<file path="src/earliest_free_room_allocator_core_defines.svh">
// ----------------------------------------------------------------------------
// assertion macros for the earliest-free room allocator
// concurrent checks that compile away when ASSERT_OFF is defined
// ----------------------------------------------------------------------------
`ifndef EARLIEST_FREE_ROOM_ALLOCATOR_CORE_DEFINES_SVH
`define EARLIEST_FREE_ROOM_ALLOCATOR_CORE_DEFINES_SVH

`ifndef ASSERT_OFF
// same-cycle implication
`define EFRA_ASSERT_NOW(lbl, clk, rst_n, pre, post) \
	lbl: assert property (@(posedge clk) disable iff (!rst_n) (pre) |-> (post)) \
		else $error("assertion failed");
// next-cycle implication
`define EFRA_ASSERT_NEXT(lbl, clk, rst_n, pre, post) \
	lbl: assert property (@(posedge clk) disable iff (!rst_n) (pre) |=> (post)) \
		else $error("assertion failed");
`else
`define EFRA_ASSERT_NOW(lbl, clk, rst_n, pre, post)
`define EFRA_ASSERT_NEXT(lbl, clk, rst_n, pre, post)
`endif

`endif

</file>
<file path="src/efra_pkg.sv">
// ----------------------------------------------------------------------------
// efra_pkg
// shared constants and types of the earliest-free room allocator
// ----------------------------------------------------------------------------
`timescale 1ns / 1ps
`default_nettype none

package efra_pkg;

	localparam int ROOMS   = 16;
	localparam int ROOM_W  = (ROOMS > 1) ? $clog2(ROOMS) : 1;
	localparam int CFG_W   = 5;
	localparam int TIME_W  = 32;
	localparam int END_W   = 48;
	localparam int CNT_W   = 32;
	localparam int DISP_W  = 4;
	localparam int IN_TDATA_W  = 2 * TIME_W;
	localparam int OUT_TDATA_W = DISP_W + END_W + DISP_W + CNT_W;

	typedef struct packed {
		logic              en;
		logic [ROOM_W-1:0] addr;
	} store_rd_t;

	typedef struct packed {
		logic              en;
		logic [ROOM_W-1:0] addr;
		logic [END_W-1:0]  room_end;
		logic [CNT_W-1:0]  bookings;
	} store_wr_t;

	typedef struct packed {
		logic [END_W-1:0] room_end;
		logic [CNT_W-1:0] bookings;
	} store_data_t;

endpackage

`default_nettype wire

</file>
<file path="src/efra_room_store.sv">
// ----------------------------------------------------------------------------
// efra_room_store
// per-room end time and booking count memories, one read and one write port
// ----------------------------------------------------------------------------
`timescale 1ns / 1ps
`default_nettype none

module efra_room_store (
	input  wire logic                 clk,
	input  wire logic                 arst_n,
	input  wire logic                 clear,
	input  wire efra_pkg::store_rd_t  rd,
	input  wire efra_pkg::store_wr_t  wr,
	output efra_pkg::store_data_t     rd_data
);
	import efra_pkg::*;

	logic [END_W-1:0] end_mem [ROOMS];
	logic [CNT_W-1:0] cnt_mem [ROOMS];
	logic [ROOMS-1:0] valid_q;

	logic [END_W-1:0] end_s1;
	logic [CNT_W-1:0] cnt_s1;
	logic             vld_s1;

	// entries not written since the last clear read as zero
	always_ff @(posedge clk or negedge arst_n) begin
		if (!arst_n) begin
			valid_q <= '0;
		end else if (clear) begin
			valid_q <= '0;
		end else if (wr.en) begin
			valid_q[wr.addr] <= 1'b1;
		end
	end

	always_ff @(posedge clk) begin
		if (wr.en) begin
			end_mem[wr.addr] <= wr.room_end;
			cnt_mem[wr.addr] <= wr.bookings;
		end
	end

	always_ff @(posedge clk) begin
		if (rd.en) begin
			end_s1 <= end_mem[rd.addr];
			cnt_s1 <= cnt_mem[rd.addr];
			vld_s1 <= valid_q[rd.addr];
		end
	end

	assign rd_data.room_end = vld_s1 ? end_s1 : '0;
	assign rd_data.bookings = vld_s1 ? cnt_s1 : '0;

endmodule

`default_nettype wire

</file>
<file path="src/earliest_free_room_allocator_core.sv">
// ----------------------------------------------------------------------------
// earliest_free_room_allocator_core
// books each meeting into the lowest free room or the earliest-ending room
// ----------------------------------------------------------------------------
//  channel  | signals                   | direction | contents
//  ---------+---------------------------+-----------+---------------------------
//  s_       | tvalid tready tdata tuser | in        | one meeting per transfer
//  m_       | tvalid tready tdata       | out       | one booking per transfer
//  cfg_     | valid ready data          | in        | rooms_in_use register
//
//  a meeting is taken only in idle, then passes scan, drain, book and write-back
//  before the next one is taken; the room memory is read one room per cycle
//  during the scan, then once more for the count
//  reset clears the control state, the valid bits and the busiest-room record
//  a result waiting on m_tready stalls the write-back of the next meeting,
//  while the next meeting itself is still taken and scanned
// ----------------------------------------------------------------------------
`timescale 1ns / 1ps
`default_nettype none

`include "earliest_free_room_allocator_core_defines.svh"

module earliest_free_room_allocator_core (
	input  wire logic                                clk,
	input  wire logic                                arst_n,
	// meeting in
	input  wire logic                                s_tvalid,
	output logic                                     s_tready,
	input  wire logic [efra_pkg::IN_TDATA_W-1:0]     s_tdata,  // start_time, end_time
	input  wire logic [0:0]                          s_tuser,  // first_of_set
	// booking out
	output logic                                     m_tvalid,
	input  wire logic                                m_tready,
	// assigned_room, finish_time, busiest_room, busiest_count
	output logic [efra_pkg::OUT_TDATA_W-1:0]         m_tdata,
	// configuration
	input  wire logic                                cfg_valid,
	output logic                                     cfg_ready,
	input  wire logic [efra_pkg::CFG_W-1:0]          cfg_data  // rooms_in_use
);
	import efra_pkg::*;

	typedef enum logic [4:0] {
		ST_IDLE  = 5'b00001,
		ST_SCAN  = 5'b00010,
		ST_DRAIN = 5'b00100,
		ST_BOOK  = 5'b01000,
		ST_WB    = 5'b10000
	} state_t;

	state_t state_q;

	// configuration register
	logic [CFG_W-1:0] rooms_q;

	// meeting held for the duration of its scan
	logic [TIME_W-1:0] start_q;
	logic [TIME_W-1:0] dur_q;
	logic [ROOM_W-1:0] last_q;
	logic [ROOM_W-1:0] iss_q;

	// scan results
	logic              found_q;
	logic [ROOM_W-1:0] free_room_q;
	logic [ROOM_W-1:0] min_room_q;
	logic [END_W-1:0]  min_end_q;

	// chosen room and its finish
	logic [ROOM_W-1:0] room_q;
	logic [END_W-1:0]  finish_q;

	// read data tags
	logic              eval_vld_s1;
	logic [ROOM_W-1:0] eval_addr_s1;

	// running busiest room
	logic [ROOM_W-1:0] best_room_q;
	logic [CNT_W-1:0]  best_cnt_q;

	logic [OUT_TDATA_W-1:0] out_data_q;

	store_rd_t   st_rd;
	store_wr_t   st_wr;
	store_data_t st_data;

	logic              in_xfer;
	logic              in_first;
	logic [TIME_W-1:0] in_start;
	logic [TIME_W-1:0] in_stop;
	logic [TIME_W-1:0] in_dur;
	logic [ROOM_W-1:0] in_last;
	logic              hit;
	logic              less;
	logic [ROOM_W-1:0] chosen;
	logic [END_W:0]    delayed_sum;
	logic [END_W-1:0]  finish_nxt;
	logic              slot_free;
	logic              wb_fire;
	logic [CNT_W-1:0]  new_cnt;
	logic              take_best;
	logic [ROOM_W-1:0] best_room_nxt;
	logic [CNT_W-1:0]  best_cnt_nxt;

	// input decode
	assign in_xfer  = s_tvalid & s_tready;
	assign in_first = s_tuser[0];
	assign in_start = s_tdata[TIME_W-1:0];
	assign in_stop  = s_tdata[2*TIME_W-1:TIME_W];
	assign in_dur   = (in_stop > in_start) ? (in_stop - in_start) : '0;

	// clamp the room count to 1..ROOMS, kept as the index of the last room
	always_comb begin
		if (rooms_q == '0) begin
			in_last = '0;
		end else if (int'(rooms_q) >= ROOMS) begin
			in_last = ROOM_W'(ROOMS - 1);
		end else begin
			in_last = ROOM_W'(rooms_q - CFG_W'(1));
		end
	end

	assign s_tready  = (state_q == ST_IDLE);
	assign cfg_ready = 1'b1;

	always_ff @(posedge clk or negedge arst_n) begin
		if (!arst_n) begin
			rooms_q <= CFG_W'(16);
		end else if (cfg_valid && cfg_ready) begin
			rooms_q <= cfg_data;
		end
	end

	// one memory read per room during the scan, then one for the chosen count
	assign chosen    = found_q ? free_room_q : min_room_q;
	assign st_rd.en   = (state_q == ST_SCAN) || (state_q == ST_BOOK);
	assign st_rd.addr = (state_q == ST_SCAN) ? iss_q : chosen;

	efra_room_store u_store (
		.clk     (clk),
		.arst_n  (arst_n),
		.clear   (in_xfer & in_first),
		.rd      (st_rd),
		.wr      (st_wr),
		.rd_data (st_data)
	);

	// compare of one room's end time against the start and the running minimum
	assign hit  = (st_data.room_end <= {{(END_W-TIME_W){1'b0}}, start_q});
	assign less = (st_data.room_end < min_end_q);

	// delayed meeting keeps its duration, saturating at the end-time ceiling
	assign delayed_sum = {1'b0, min_end_q} + {{(END_W+1-TIME_W){1'b0}}, dur_q};
	always_comb begin
		if (found_q) begin
			finish_nxt = {{(END_W-TIME_W){1'b0}}, start_q}
				+ {{(END_W-TIME_W){1'b0}}, dur_q};
		end else if (delayed_sum[END_W]) begin
			finish_nxt = '1;
		end else begin
			finish_nxt = delayed_sum[END_W-1:0];
		end
	end

	// write-back waits until the output register can take the booking
	assign slot_free = !m_tvalid || m_tready;
	assign wb_fire   = (state_q == ST_WB) && slot_free;
	assign new_cnt   = (st_data.bookings == '1) ? st_data.bookings
		: st_data.bookings + CNT_W'(1);
	assign take_best = (new_cnt > best_cnt_q)
		|| ((new_cnt == best_cnt_q) && (room_q < best_room_q));
	assign best_room_nxt = take_best ? room_q : best_room_q;
	assign best_cnt_nxt  = take_best ? new_cnt : best_cnt_q;

	assign st_wr.en       = wb_fire;
	assign st_wr.addr     = room_q;
	assign st_wr.room_end = finish_q;
	assign st_wr.bookings = new_cnt;

	// sequencer
	always_ff @(posedge clk or negedge arst_n) begin
		if (!arst_n) begin
			state_q     <= ST_IDLE;
			eval_vld_s1 <= 1'b0;
			found_q     <= 1'b0;
			best_room_q <= '0;
			best_cnt_q  <= '0;
		end else begin
			eval_vld_s1 <= (state_q == ST_SCAN);

			// scan evaluation, one room per cycle
			if (eval_vld_s1 && !found_q && hit) begin
				found_q <= 1'b1;
			end

			case (state_q)
				ST_IDLE: begin
					if (in_xfer) begin
						found_q <= 1'b0;
						state_q <= ST_SCAN;
						if (in_first) begin
							best_room_q <= '0;
							best_cnt_q  <= '0;
						end
					end
				end
				ST_SCAN: begin
					if (iss_q == last_q) begin
						state_q <= ST_DRAIN;
					end
				end
				ST_DRAIN: begin
					state_q <= ST_BOOK;
				end
				ST_BOOK: begin
					state_q <= ST_WB;
				end
				ST_WB: begin
					if (wb_fire) begin
						best_room_q <= best_room_nxt;
						best_cnt_q  <= best_cnt_nxt;
						state_q     <= ST_IDLE;
					end
				end
				default: begin
					state_q <= ST_IDLE;
				end
			endcase
		end
	end

	// datapath registers
	always_ff @(posedge clk) begin
		eval_addr_s1 <= iss_q;

		if (in_xfer) begin
			start_q <= in_start;
			dur_q   <= in_dur;
			last_q  <= in_last;
			iss_q   <= '0;
		end else if ((state_q == ST_SCAN) && (iss_q != last_q)) begin
			iss_q <= iss_q + ROOM_W'(1);
		end

		if (eval_vld_s1) begin
			if (!found_q && hit) begin
				free_room_q <= eval_addr_s1;
			end
			// room zero seeds the minimum, later rooms win only when strictly earlier
			if ((eval_addr_s1 == '0) || less) begin
				min_room_q <= eval_addr_s1;
				min_end_q  <= st_data.room_end;
			end
		end

		if (state_q == ST_BOOK) begin
			room_q   <= chosen;
			finish_q <= finish_nxt;
		end

		if (wb_fire) begin
			out_data_q <= {best_cnt_nxt, DISP_W'(best_room_nxt), finish_q, DISP_W'(room_q)};
		end
	end

	// output register
	always_ff @(posedge clk or negedge arst_n) begin
		if (!arst_n) begin
			m_tvalid <= 1'b0;
		end else if (wb_fire) begin
			m_tvalid <= 1'b1;
		end else if (m_tready) begin
			m_tvalid <= 1'b0;
		end
	end

	assign m_tdata = out_data_q;

	// a taken meeting always starts its scan
	`EFRA_ASSERT_NEXT(a_accept_scans, clk, arst_n, in_xfer, state_q == ST_SCAN)
	// the room memory is never written while a booking is stuck in the output
	`EFRA_ASSERT_NOW(a_wb_slot_free, clk, arst_n, st_wr.en, !m_tvalid || m_tready)
	// the chosen room lies within the clamped room count
	`EFRA_ASSERT_NOW(a_wb_in_range, clk, arst_n, st_wr.en, room_q <= last_q)
	// scan reads never run past the last room
	`EFRA_ASSERT_NOW(a_scan_in_range, clk, arst_n, state_q == ST_SCAN, iss_q <= last_q)

endmodule

`default_nettype wire

</file>
<file path="config.mk">
export PLATFORM = sky130hd
export DESIGN_NAME = earliest_free_room_allocator_core
export DESIGN_NICKNAME = d
export VERILOG_FILES = /design/src/efra_pkg.sv /design/src/efra_room_store.sv /design/src/earliest_free_room_allocator_core.sv
export VERILOG_INCLUDE_DIRS = /design/src /design/src/src
export SDC_FILE = /design/constraint.sdc
export NUM_CORES = 2
export LEC_CHECK = 0
export ABC_AREA = 1
export BUFFER_PORTS_ARGS = -buffer_cell sky130_fd_sc_hd__buf_4
export CELL_PAD_IN_SITES_DETAIL_PLACEMENT = 1
export CELL_PAD_IN_SITES_GLOBAL_PLACEMENT = 2
export CORE_AREA = 4 4 569 571
export DETAILED_ROUTE_END_ITERATION = 10
export DIE_AREA = 0 0 573 575
export HOLD_SLACK_MARGIN = 0.1
export PLACE_DENSITY = 0.51
export SLEW_MARGIN = 20
export SYNTH_ARGS = -nofsm -noshare
export SYNTH_HDL_FRONTEND = slang
export SYNTH_SLANG_ARGS = --single-unit
</file>
<file path="constraint.sdc">
create_clock -name clk -period 7.2 [get_ports clk]
set_input_delay 0 -clock clk [delete_from_list [all_inputs] [get_ports clk]]
set_output_delay 0 -clock clk [all_outputs]
set_load 0.01 [all_outputs]
</file>
==> metrics.yaml <==
status: "completed"
netlist.area_leader.share_pct: 61.49
final_net_count: 8087
crit_family: "simple AND/OR/NAND/NOR gates"
transition_time_at_the_pin_with_the_least_slew_margin_ns: 0.9917
gp_congestion: 0.8170
fp.dieArea_mm2: 0.3295
setup-tns-final_ns: 0
grt_pass1_vias: 58923
reg2reg_from: "u_store.vld_s1"
power_density_mw_per_mm2: 368.9
start_util_pct: 24.97
final_util_pct: 29.36
arrival_ns: 6.47
cts_tree: "done"
yosys_warnings: 0
post_synth_instance_area_mm2: 0.07936
synth_enable_flop_cells: 1625
share_of_cells_above_drive_strength_1_pct: 8.090
cpMostUsedCell: "nand2_1"
path_cells: "buf_4, nand3_1, nor2_2, nand2_1, nor2_2, nand2_1, inv_1, buf_4, a21oi_1, inv_1, ha_1, a21oi_1, nand2_1, a21oi_1, nand2_1, nor2_1, nand2_2, nand2_1, buf_12, nand2_1, and2_1"
cp-start-kind: "flip-flop"
p_leak_nw: 36.39
numCtsBuffers: 208
cp.depth: 21
postSynthRegisterBits: 1698
yosysSeqAreaShare_pct: 63.74
cp_slowest_cell: "buf_4"
cts_buffer_depth: 4
pin_count: 166
critical_path.endpoint_type: "flip-flop"
regToRegEndpoint: "m_tdata[64]"
clkSlewWorstSetupHoldPaths_ns: 0.06
hold_viol: 0
max-vdd-ir-drop_mv: 0.2308
timing.max_slew.rel_slack_pct: 33.19
root_buffer: "clkbuf_16"
finalMaxSlewViolations: 0
wire_length_of_the_first_global_routing_pass_um: 424400
fp-row-count: 207
hpwl_um: 179100
netlist.top_cell.by_area: "edfxtp_1"
mappedNetlistNets: 7807
r2r_setup_slack_ns: 1.37
final_period_minus_worst_setup_slack_ns: 5.830
clock_insertion_delay_at_the_later_pin_of_the_skew_report_ns: 0.91
postRouteWirelength_um: 294400
timing.fmax_mhz: 171.5
hold_class: "in2async"
ys.flop_type: "edfxtp_1"
grt_start_max_net_pins: 176
iteration_count_of_the_initial_detailed_routing_pass: 5
coreArea_mm2: 0.3178
route.detailed.drc: 0
cts.sinks: 1698
overflow: 0
yosysMostFrequentCell: "nand2_1"
post_drt_via_cell_ratio: 4.612
synth_top_cells_by_area: "edfxtp_1, nand2_1, o211ai_1"
die_x_um: 573
critical_path_peak_fanout: 63
postSynthAreaPerCell_um2: 10.56
min_period_over_period_pct: 80.97
rr_worst_depth: 21
num_vias: 56009
die_h_um: 575
required_ns: 7.84
layout-area-overhead-vs-synth_pct: 17.56
final_antenna_net_count: 0
async_flop_share_pct: 3.828
largest_clock_skew_in_the_final_design_ns: 0.1060
netlist_instances: 7515
ys_top_cells_by_count: "nand2_1, edfxtp_1, inv_1, nand3_1, o211ai_1"
critical_path.n_buffers_inverters: 5
dr.first_iter.drc_count: 3406
portBuffers: 164
count_of_unique_library_cells_instantiated_by_yosys: 47
setup-violations-final: 0
unrepaired_setup_endpoints_after_global_routing: "no"
cts_htree_levels: 4
drt-wirelength-per-cell_um: 24.24
global_route.usage.total_pct: 17.45
antenna_found_initial: 13
cap_violations: 0
timing.critical_path.slowest_cell_delay_ns: 0.52
setup.worst_path.class: "reg2reg"
area by class of cell:
type                       count  area, µm²
fill                       35249     224500
sequential                  1698      50590
multi-input combinational   4443      23300
clock buffer                 272       5590
tap                         4180       5230
inverter                    1059       4014
timing repair buffer         385       3608
clock inverter               103      954.7
antenna                        5      12.51
through the flow:
step	instance area (µm²)	power (W)	cells	setup slack [ns]	hold WS, ns
3_3_place_gp	85240	0.02451	11617	1.339	-0.03100
6_report	93290	0.03441	12145	1.370	0.1864
3_5_place_dp	85250	0.02457	11617	1.276	-0.03097
4_1_cts	93280	0.03514	12140	1.283	0.1198
2_1_floorplan	79360	0.02014	7515	0.4246	-0.2956
5_1_grt	93280	0.03675	12141	0.8257	0.1783
cells by family (layout without fill, tap and decap cells):
family	after synthesis	count (layout)	share of synthesized area [%]
flops	1698	1698	63.74
simple gates	3182	3182	16.81
fa+ha+maj	217	217	3.450
other cells	1	6	0.004725
xor+xnor	55	55	0.6070
buf+inv	1374	1819	7.155
compound gates	988	988	8.233
layer usage:
| layer | share of wire (%) | track usage (%) | vias to the layer above |
|---|---|---|---|
| met1 | 47 | 23.98 | 28464 |
| li1 | - | - | 26352 |
| met5 | 0 | 0 | - |
| met3 | 3.1 | 1.785 | 353 |
| met2 | 48 | 29.63 | 840 |
| met4 | 2.2 | 3.958 | 0 |
worst reg2reg max path: stages (launching register included):
cell	delay (ns)
edfxtp_1	0.37
buf_4	0.52
nand3_1	0.24
nor2_2	0.29
nand2_1	0.18
nor2_2	0.19
nand2_1	0.37
inv_1	0.33
buf_4	0.35
a21oi_1	0.12
inv_1	0.42
ha_1	0.36
a21oi_1	0.17
nand2_1	0.09
a21oi_1	0.22
nand2_1	0.08
nor2_1	0.13
nand2_2	0.07
nand2_1	0.52
buf_12	0.29
nand2_1	0.15
and2_1	0.15
how the worst max path moves through the flow:
stage,startpoint,end,slack [ns]
floorplan,state_q[0],u_store.cnt_s1[0],0.42
global placement,u_store.vld_s1,m_tdata[67],1.34
detailed placement,u_store.vld_s1,m_tdata[64],1.28
CTS,u_store.vld_s1,m_tdata[64],1.28
global route,u_store.vld_s1,m_tdata[70],0.83
finish,u_store.vld_s1,m_tdata[64],1.37
placed cells by master (no fill, tap or decap), types with 5 or more instances in the layout:
| cell type | n |
|---|---|
| dfxtp_1 | 8 |
| clkinv_2 | 36 |
| or2_1 | 17 |
| o21bai_1 | 10 |
| clkbuf_8 | 6 |
| nor2_1 | 390 |
| o21ai_0 | 154 |
| o211ai_1 | 573 |
| a31oi_1 | 5 |
| bufinv_16 | 13 |
| nand3b_1 | 7 |
| buf_12 | 28 |
| dfrtp_1 | 63 |
| or2_2 | 68 |
| nand3_1 | 686 |
| a2bb2oi_1 | 11 |
| dlygate4sd3_1 | 147 |
| a21o_1 | 9 |
| clkinvlp_4 | 7 |
| o21a_1 | 10 |
| nor2_2 | 7 |
| clkbuf_16 | 212 |
| nand2_1 | 1865 |
| diode_2 | 5 |
| buf_4 | 210 |
| nor2_4 | 19 |
| clkbuf_1 | 54 |
| and2_1 | 39 |
| o21ai_1 | 10 |
| clkinv_4 | 6 |
| edfxtp_1 | 1625 |
| xor2_1 | 43 |
| xnor2_1 | 12 |
| nand4_1 | 36 |
| nor4_1 | 5 |
| inv_1 | 1053 |
| a21oi_1 | 192 |
| nor3_1 | 32 |
| ha_1 | 214 |
| clkinv_1 | 33 |
registers in the layout, indices dropped and copies added, names as in the netlist, 48 cells and up:
| signal | cells |
|---|---|
| finish_q | 48 |
| m_tdata | 88 |
| min_end_q | 48 |
| u_store.cnt_mem | 512 |
| u_store.end_mem | 768 |
| u_store.end_s1 | 48 |
timing repair:
item                                   in CTS  in global routing
endpoints found under the hold margin     163                  0
hold buffers                              148                  0
setup buffers                               0                  0
resized for setup                           0                  0
report_power, final:
part           switching [W]  internal, W
sequential          0.000444       0.0119
clock                0.00432      0.00593
combinational        0.00851      0.00327
No activity file was read; power rests on OpenSTA's default activity.
